<file path="config.mk">
export PLATFORM = sky130hd
export DESIGN_NAME = rpem_reed_lane
export DESIGN_NICKNAME = d
export VERILOG_FILES = /design/src/design/rpem_pkg.sv /design/src/design/rpem_reed_lane.sv
export SDC_FILE = /design/constraint.sdc
export NUM_CORES = 1
export LEC_CHECK = 0
export BUFFER_PORTS_ARGS = -buffer_cell sky130_fd_sc_hd__buf_2
export CORE_ASPECT_RATIO = 0.7
export CORE_UTILIZATION = 29
export CTS_BUF_LIST = sky130_fd_sc_hd__clkbuf_8
export DETAILED_ROUTE_END_ITERATION = 7
export PLACE_DENSITY = 0.57
export SLEW_MARGIN = 30
export SYNTH_ARGS = -nofsm -noshare
export SYNTH_HDL_FRONTEND = slang
export SYNTH_SLANG_ARGS = --single-unit
</file>
<file path="constraint.sdc">
create_clock -name clk -period 8.55 [get_ports clk]
set_input_delay 0.855 -clock clk [delete_from_list [all_inputs] [get_ports clk]]
set_output_delay 0.855 -clock clk [all_outputs]
set_load 0.01 [all_outputs]
</file>
<file path="src/design/rpem_pkg.sv">
// Package: shared constants and types for the reed pair event monitor
`timescale 1ns / 1ps
package rpem_pkg;
  localparam int ReedCount  = 8;
  localparam int GaugeCount = 4;
  localparam int GaugeW     = 2;

  localparam logic [1:0] CFG_DEBOUNCE = 2'd0;
  localparam logic [1:0] CFG_ENABLE   = 2'd1;
  localparam logic [1:0] CFG_MODES    = 2'd2;

  localparam logic [1:0] MODE_OFF    = 2'd0;
  localparam logic [1:0] MODE_SINGLE = 2'd1;
  localparam logic [1:0] MODE_DUAL   = 2'd2;

  // Stable per-reed view handed from the reed lanes to the gauge merger
  typedef struct packed {
    logic        closed;
    logic [31:0] count;
    logic [31:0] start;
    logic [31:0] dur;
  } reed_view_t;

  typedef struct packed {
    logic [1:0]  gauge_index;
    logic        new_event;
    logic [31:0] event_time_us;
    logic [31:0] skew_us;
    logic [31:0] closed_time_a_us;
    logic [31:0] closed_time_b_us;
    logic [31:0] event_count;
    logic        reed_a_closed;
    logic        reed_b_closed;
    logic        fault;
    logic [3:0]  fault_bits;
    logic        last_of_run;
  } result_t;
endpackage

</file>
<file path="src/design/rpem_reed_lane.sv">
// Reed lane: edge arming, debounce and stable level tracking of one reed
`timescale 1ns / 1ps
module rpem_reed_lane
  import rpem_pkg::*;
(
  input  logic        clk,
  input  logic        rst_n,
  input  logic        step,
  input  logic        present,
  input  logic        lv,
  input  logic [31:0] now,
  input  logic [15:0] debounce_us,
  output reed_view_t  view
);
  logic        prev_r, prev_nxt;
  logic        elev_r, elev_nxt;
  logic        pend_r, pend_nxt;
  logic [31:0] etime_r, etime_nxt;
  logic        stab_r, stab_nxt;
  logic [31:0] cnt_r, cnt_nxt;
  logic [31:0] start_r, start_nxt;
  logic [31:0] dur_r, dur_nxt;
  logic [31:0] age;

  assign age = now - etime_nxt;

  // Arm on a level change, then confirm an aged edge
  always_comb begin
    elev_nxt  = elev_r;
    etime_nxt = etime_r;
    pend_nxt  = pend_r;
    stab_nxt  = stab_r;
    cnt_nxt   = cnt_r;
    start_nxt = start_r;
    dur_nxt   = dur_r;
    prev_nxt  = lv;
    if (present && lv != prev_r) begin
      elev_nxt  = lv;
      etime_nxt = now;
      pend_nxt  = 1'b1;
    end
    if (present && pend_nxt && age >= {16'd0, debounce_us} && lv == elev_nxt) begin
      pend_nxt = 1'b0;
      if (lv != stab_r) begin
        stab_nxt = lv;
        if (!lv) begin
          cnt_nxt   = cnt_r + 32'd1;
          start_nxt = etime_nxt;
        end else begin
          dur_nxt = etime_nxt - start_r;
        end
      end
    end
  end

  always_ff @(posedge clk) begin
    if (!rst_n) begin
      prev_r <= 1'b1; elev_r <= 1'b1; pend_r <= 1'b0; etime_r <= '0;
      stab_r <= 1'b1; cnt_r <= '0; start_r <= '0; dur_r <= '0;
    end else if (step) begin
      prev_r <= prev_nxt; elev_r <= elev_nxt; pend_r <= pend_nxt;
      etime_r <= etime_nxt; stab_r <= stab_nxt; cnt_r <= cnt_nxt;
      start_r <= start_nxt; dur_r <= dur_nxt;
    end
  end

  assign view = '{closed: ~stab_r, count: cnt_r, start: start_r, dur: dur_r};
endmodule

</file>
==> results of run 1 <==
cell families (layout without fill, tap and decap cells):
kind of cell | after synthesis | count (layout)
multiplexers | 44 | 44
adder cells (fa/ha/maj) | 73 | 73
AO/OA/AOI/OAI | 341 | 341
AND/OR/NAND/NOR | 498 | 498
XOR/XNOR | 70 | 70
other | 0 | 2
flip-flops | 132 | 132
buffers and inverters | 159 | 286
flip-flops by register name (all words and copies together), names as in the netlist:
register and cells:
cnt_r 32, dur_r 32, etime_r 32, start_r 32, elev_r 1, pend_r 1, prev_r 1, stab_r 1
placed cells by master (no fill, tap or decap), types with 4 or more instances in the layout:
cell type  count
mux2i_1       43
o21ai_1       11
and3_1        14
o21bai_1       9
a21oi_1      107
o211ai_1       9
clkbuf_8      17
buf_2        149
and2_1         8
a31o_1         4
nand3_1       21
maj3_1        13
nor2b_1       12
o311ai_0       5
a211oi_2      27
nor3_1        18
or3_1         10
nand2_1      207
o21a_1         7
or4_1          8
xnor2_1       40
dfxtp_1      132
nor2_1       116
buf_4         12
a31oi_1        8
a21o_1        33
o21ai_0       39
nand4_1       21
nand2b_1      32
xor2_1        29
nand3b_1       4
inv_1         92
or2_2          5
inv_6          4
ha_1          59
a211oi_1      20
and4_1         4
o31ai_1        7
nor4_1         7
a221oi_1       5
layer usage:
metal	part of all wire (%)	track usage, %
met5	0	0
met4	2.0	4.631
met3	6.5	4.816
met2	40	24.37
met1	52	26.27
power by group:
| group | total, mW | switching (mW) | leakage, nW | internal (mW) |
|---|---|---|---|---|
| logic | 0.608 | 0.368 | 3.61 | 0.241 |
| registers | 0.645 | 0.0151 | 1.07 | 0.630 |
| clock network | 0.573 | 0.305 | 0.195 | 0.268 |
worst max path at each step:
stage / from / endpoint / depth (start not counted)
4_1_cts: lv / cnt_r[25] / 30
5_1_grt: lv / cnt_r[25] / 30
3_3_place_gp: lv / cnt_r[31] / 29
6_report: lv / cnt_r[25] / 30
2_1_floorplan: lv / cnt_r[26] / 33
3_5_place_dp: lv / cnt_r[25] / 30
final cells by class:
type	instances	area (um2)
antenna	2	5.005
clock buffer	17	234.0
clock inverter	14	168.9
fill	3664	22160
inverter	94	355.3
multi-input combinational	1026	6719
sequential	132	2643
tap	464	580.6
timing repair buffer	161	835.8
stage by stage:
step / cell area, um2 / setup slack, ps / hold slack (ps) / cells / utilization (%)
6_report: 11540 / 1458 / 458.3 / 1910 / 34.24
5_1_grt: 11540 / 822.3 / 473.9 / 1908 / 34.23
4_1_cts: 11540 / 1579 / 459.3 / 1908 / 34.23
3_5_place_dp: 11130 / 1124 / 447.6 / 1877 / 33.03
3_3_place_gp: 11130 / 1414 / 441.7 / 1877 / 33.01
2_1_floorplan: 9991 / 1643 / 436.6 / 1317 / -
worst max-delay path: cells and delay by family:
kind | cells | cell delay [ps]
multiplexers | 1 | 180
adder cells (fa/ha/maj) | 2 | 490
AND/OR/NAND/NOR | 6 | 1380
buffers and inverters | 4 | 1020
XOR/XNOR | 2 | 250
AO/OA/AOI/OAI | 15 | 3270
==> metrics.cfg, run 1 <==
[timing]
finalSetupViolCount = 0
fin_crit_sh_pct = 82.94
fmax_mhz = 141.0
hold_viol_final = 0
maxSlewViolCount = 0
rsz0062_at_grt = false
slew_headroom_pct = 39.54
setup-tns-final_ps = 0
fin_skew_ps = 23.66
fin_crit_ps = 7092
max_slew.worst_pin.slew_ps = 906.9

[worst_setup_path]
slowest_delay_ps = 530
cp_max_fo = 48
r2r_start = prev_r
arrival_ps = 7490
critical_path_class = input pin to flip-flop
reg2reg_slack_ps = 1570
required_ps = 8950
end_kind = flip-flop
ff2ff_path_depth = 29
slowest_stage = buf_4
cp-start-kind = input pin
r2r-end = cnt_r[25]

[clocking]
cts_max_path_buffers = 2
cts_resized = 0
htreeDepth = 4
holdBufCountCts = 0
post_cts_buffers = 0
clock_sinks = 132
cts_tree = built
clock_latency_ps = 470
root_buffer = clkbuf_8
clkSlewWorstSetupHoldPaths_ps = 100
cts_made_buffers = 17

[layout]
area_delta_synth_final_pct = 15.52
layout-drive-gt1-share_pct = 17.04
fin_nets = 1544

[synth]
synth.top_cell.area_share_pct = 26.45
synthCells = 1317
async_flop_share_pct = 0
ys_types = 81
yosys.area_share.xor_xnor_pct = 6.212
ys_ff_latch = 132
synth_edf_count = 0
yosysWarnings = 0
synthSimpleGateAreaFrac_pct = 23.27
syn_area_um2 = 9991
synth-seq-area-share_pct = 26.45
synthFlopType = dfxtp_1
ys_top_cells_by_area = dfxtp_1 26%, nand2_1 7.8%, ha_1 7.4%, a21oi_1 5.4%, nor2_1 4.4%
synth_adder_area_share_pct = 8.804
yosys-top-cells-count = 207 x nand2_1, 132 x dfxtp_1, 116 x nor2_1
synth.avg_cell_area_um2 = 7.586
synth_largest_area_cell = dfxtp_1
synth_compound_area_share_pct = 24.11
syn_nets = 1429
synth_top_family_by_area = compound AO/OA/AOI/OAI gates
synthMuxAreaShare_pct = 4.534
yosysMostFrequentCell = nand2_1

[status]
status = complete, no violations

[worst_hold_path]
holdPathStages = 2
hp-start = etime_r[20]
hold_path_class = flip-flop to flip-flop
hold_end = etime_r[20]

[global_routing]
antenna_found_initial = 2
gr-total-overflow = 0
grtUsageTotal_pct = 17.65
grt_pass1_vias = 8656
grt_start_max_net_pins = 72
grt_pass1_wl_um = 48440

[power_and_ir_drop]
ir_drop_mv = 0.08466
finalPower_mw = 1.826
p_per_area_nw_per_um2 = 158.2
leakage_nw = 4.877

[job]
drv_cap = 0

[place]
portBuffers = 149
dp_hpwl_um = 24140
place.gp.congestion = 0.8677

[route]
drc_errors = 0
drt-total-wl_um = 31240
drtIter0Drc = 659
first_pass_iters = 5
drt-vias-per-instance = 5.065
vias = 9675
detail-route-antenna-nets = 0
wire_per_inst_um = 16.36

[floorplan]
die_area_um2 = 35210
die_x_um = 223.8
ios = 150
core-area_um2 = 33700
die_y_um = 157.3
row_count = 56
start_util_pct = 29.64

(Power assumes the default switching activity.)
==> run 2: changes to the inputs <==
- PLACE_DENSITY: 0.57 -> 0.59
- clock period: 8.55 -> 5.9 ns (I/O delays scaled with it)
==> run 2 against run 1 <==
Net effect: first-iteration DRC count is 12% higher; highest routed layer is now met5; largest cell class unchanged; hold slack worse by 99 ps; critical path depth stayed put.
==> metrics.cfg, run 2 (synthesis gave the netlist of run 1 again) <==
[worst_hold_path]
hold_end = etime_r[0]
hold_path_class = input pin to flip-flop
holdPathStages = 3
hp-start = now[0]

[floorplan]
core-area_um2 = 33700
row_count = 56
die_y_um = 157.3
die_area_um2 = 35210
die_x_um = 223.8
start_util_pct = 29.64
ios = 150

[global_routing]
grt_pass1_vias = 8900
grt_start_max_net_pins = 63
gr-total-overflow = 0
grtUsageTotal_pct = 18.11
antenna_found_initial = 4
grt_pass1_wl_um = 49720

[power_and_ir_drop]
power_frac_seq_pct = 34.8
netSwitchingPower_mw = 1.031
p_per_area_nw_per_um2 = 220.9
swShare_pct = 38.36
clock_power_share_pct = 30.2
leakage_nw = 5.180
p_comb_share_pct = 35.0
power.internal_mw = 1.656
ir_drop_mv = 0.1316

[timing]
max_slew.worst_pin.slew_ps = 882.0
finalSetupViolCount = 0
hold_viol_final = 0
rsz0062_at_grt = false
slew_headroom_pct = 40.98
fin_crit_ps = 5568
fmax_mhz = 179.6
fin_crit_sh_pct = 94.37
setup_ws_ps = 332.4
fin_skew_ps = 20.90
maxSlewViolCount = 0

[layout]
fin_nets = 1592
final_cells = 1960
layout-drive-gt1-share_pct = 21.10
fin_util_pct = 36.09
final_common_cell = nand2_1
final_cell_mix = 205 x nand2_1, 149 x buf_2, 130 x dfxtp_1
area_delta_synth_final_pct = 21.75

[clocking]
cts_made_buffers = 17
clkSlewWorstSetupHoldPaths_ps = 100
holdBufCountCts = 0
clock_latency_ps = 470
root_buffer = clkbuf_8
clock_sinks = 132
cts_tree = built
htreeDepth = 4
cts_max_path_buffers = 2

[route]
wire_per_inst_um = 16.51
first_pass_iters = 5
drt-total-wl_um = 32370
vias = 9892
drtIter0Drc = 737
drt-vias-per-instance = 5.047
drc_errors = 0
detail-route-antenna-nets = 0

[worst_setup_path]
end_kind = flip-flop
required_ps = 6290
critical_path_class = flip-flop to flip-flop
slowest_delay_ps = 400
arrival_ps = 5960
ff2ff_path_depth = 30
r2r_start = prev_r
reg2reg_slack_ps = 330
cp-start-kind = flip-flop
slowest_stage = dfxtp_4
cp_max_fo = 20
r2r-end = start_r[19]

[job]
drv_cap = 0

[place]
dp_hpwl_um = 24670
post-place-ws_ps = -187.5
dp_cells = 1921
portBuffers = 149
place.gp.congestion = 0.9153

[status]
status = complete, no violations

-- run 2: worst max-delay path by stage --
stage          startpoint          end  slack [ps]  depth (start not counted)
2_1_floorplan          lv  start_r[21]          20                         34
3_3_place_gp           lv    cnt_r[25]         -30                         30
3_5_place_dp           lv    cnt_r[11]        -190                         30
4_1_cts            prev_r    cnt_r[11]          60                         29
5_1_grt            prev_r  start_r[26]          40                         30
6_report           prev_r  start_r[19]         330                         30
-- run 2: final cells by class --
type	count	area [um2]
Fill cell	3545	21540
Multi-Input combinational cell	1026	6849
Sequential cell	132	2648
Timing Repair Buffer	209	1331
Tap cell	464	580.6
Inverter	94	355.3
Clock buffer	17	234.0
Clock inverter	15	158.9
Antenna cell	3	7.507
-- run 2: worst max-delay path, delay by kind of cell, from the launching register on --
kind | cells | cell delay (ps)
xor gates and xnor gates | 2 | 260
buffers and inverters | 4 | 580
and+or+nand+nor | 6 | 940
DFF | 1 | 400
adders and majority gates | 2 | 390
AOI/OAI and AO/OA | 16 | 2900
-- run 2: through the flow --
| stage | area (um2) | hold slack [ps] | TNS, ps | total power [mW] |
|---|---|---|---|---|
| after floorplan | 10070 | 436.6 | 0 | 1.605 |
| after global placement | 11580 | 441.3 | -52.35 | 1.851 |
| after detailed placement | 11580 | 446.9 | -4207 | 1.864 |
| after CTS | 11980 | 327.3 | 0 | 2.680 |
| after global routing | 12160 | 325.5 | 0 | 2.850 |
| final | 12160 | 359.5 | 0 | 2.687 |
-- run 2: repair_timing --
| action | in CTS | in global routing |
|---|---|---|
| setup buffers | 0 | 2 |
| gates resized for setup | 0 | 22 |
| setup endpoints to repair | 0 | 97 |
-- run 2: per-layer routing --
layer  vias up  wire length, um  track usage (%)
met3        28             1890            3.603
met4         2              551            5.284
met5         -               13                0
li1       4973                -                -
met1      4628            16870            27.20
met2       261            13040            25.55
-- run 2: power by group through the flow --
stage	Clock [mW]	Combinational (mW)	Sequential (mW)
finish	0.812	0.940	0.935
global route	0.874	1.04	0.939
CTS	0.832	0.913	0.935
detailed placement	0	0.909	0.955
global placement	0	0.897	0.954
floorplan	0	0.652	0.953
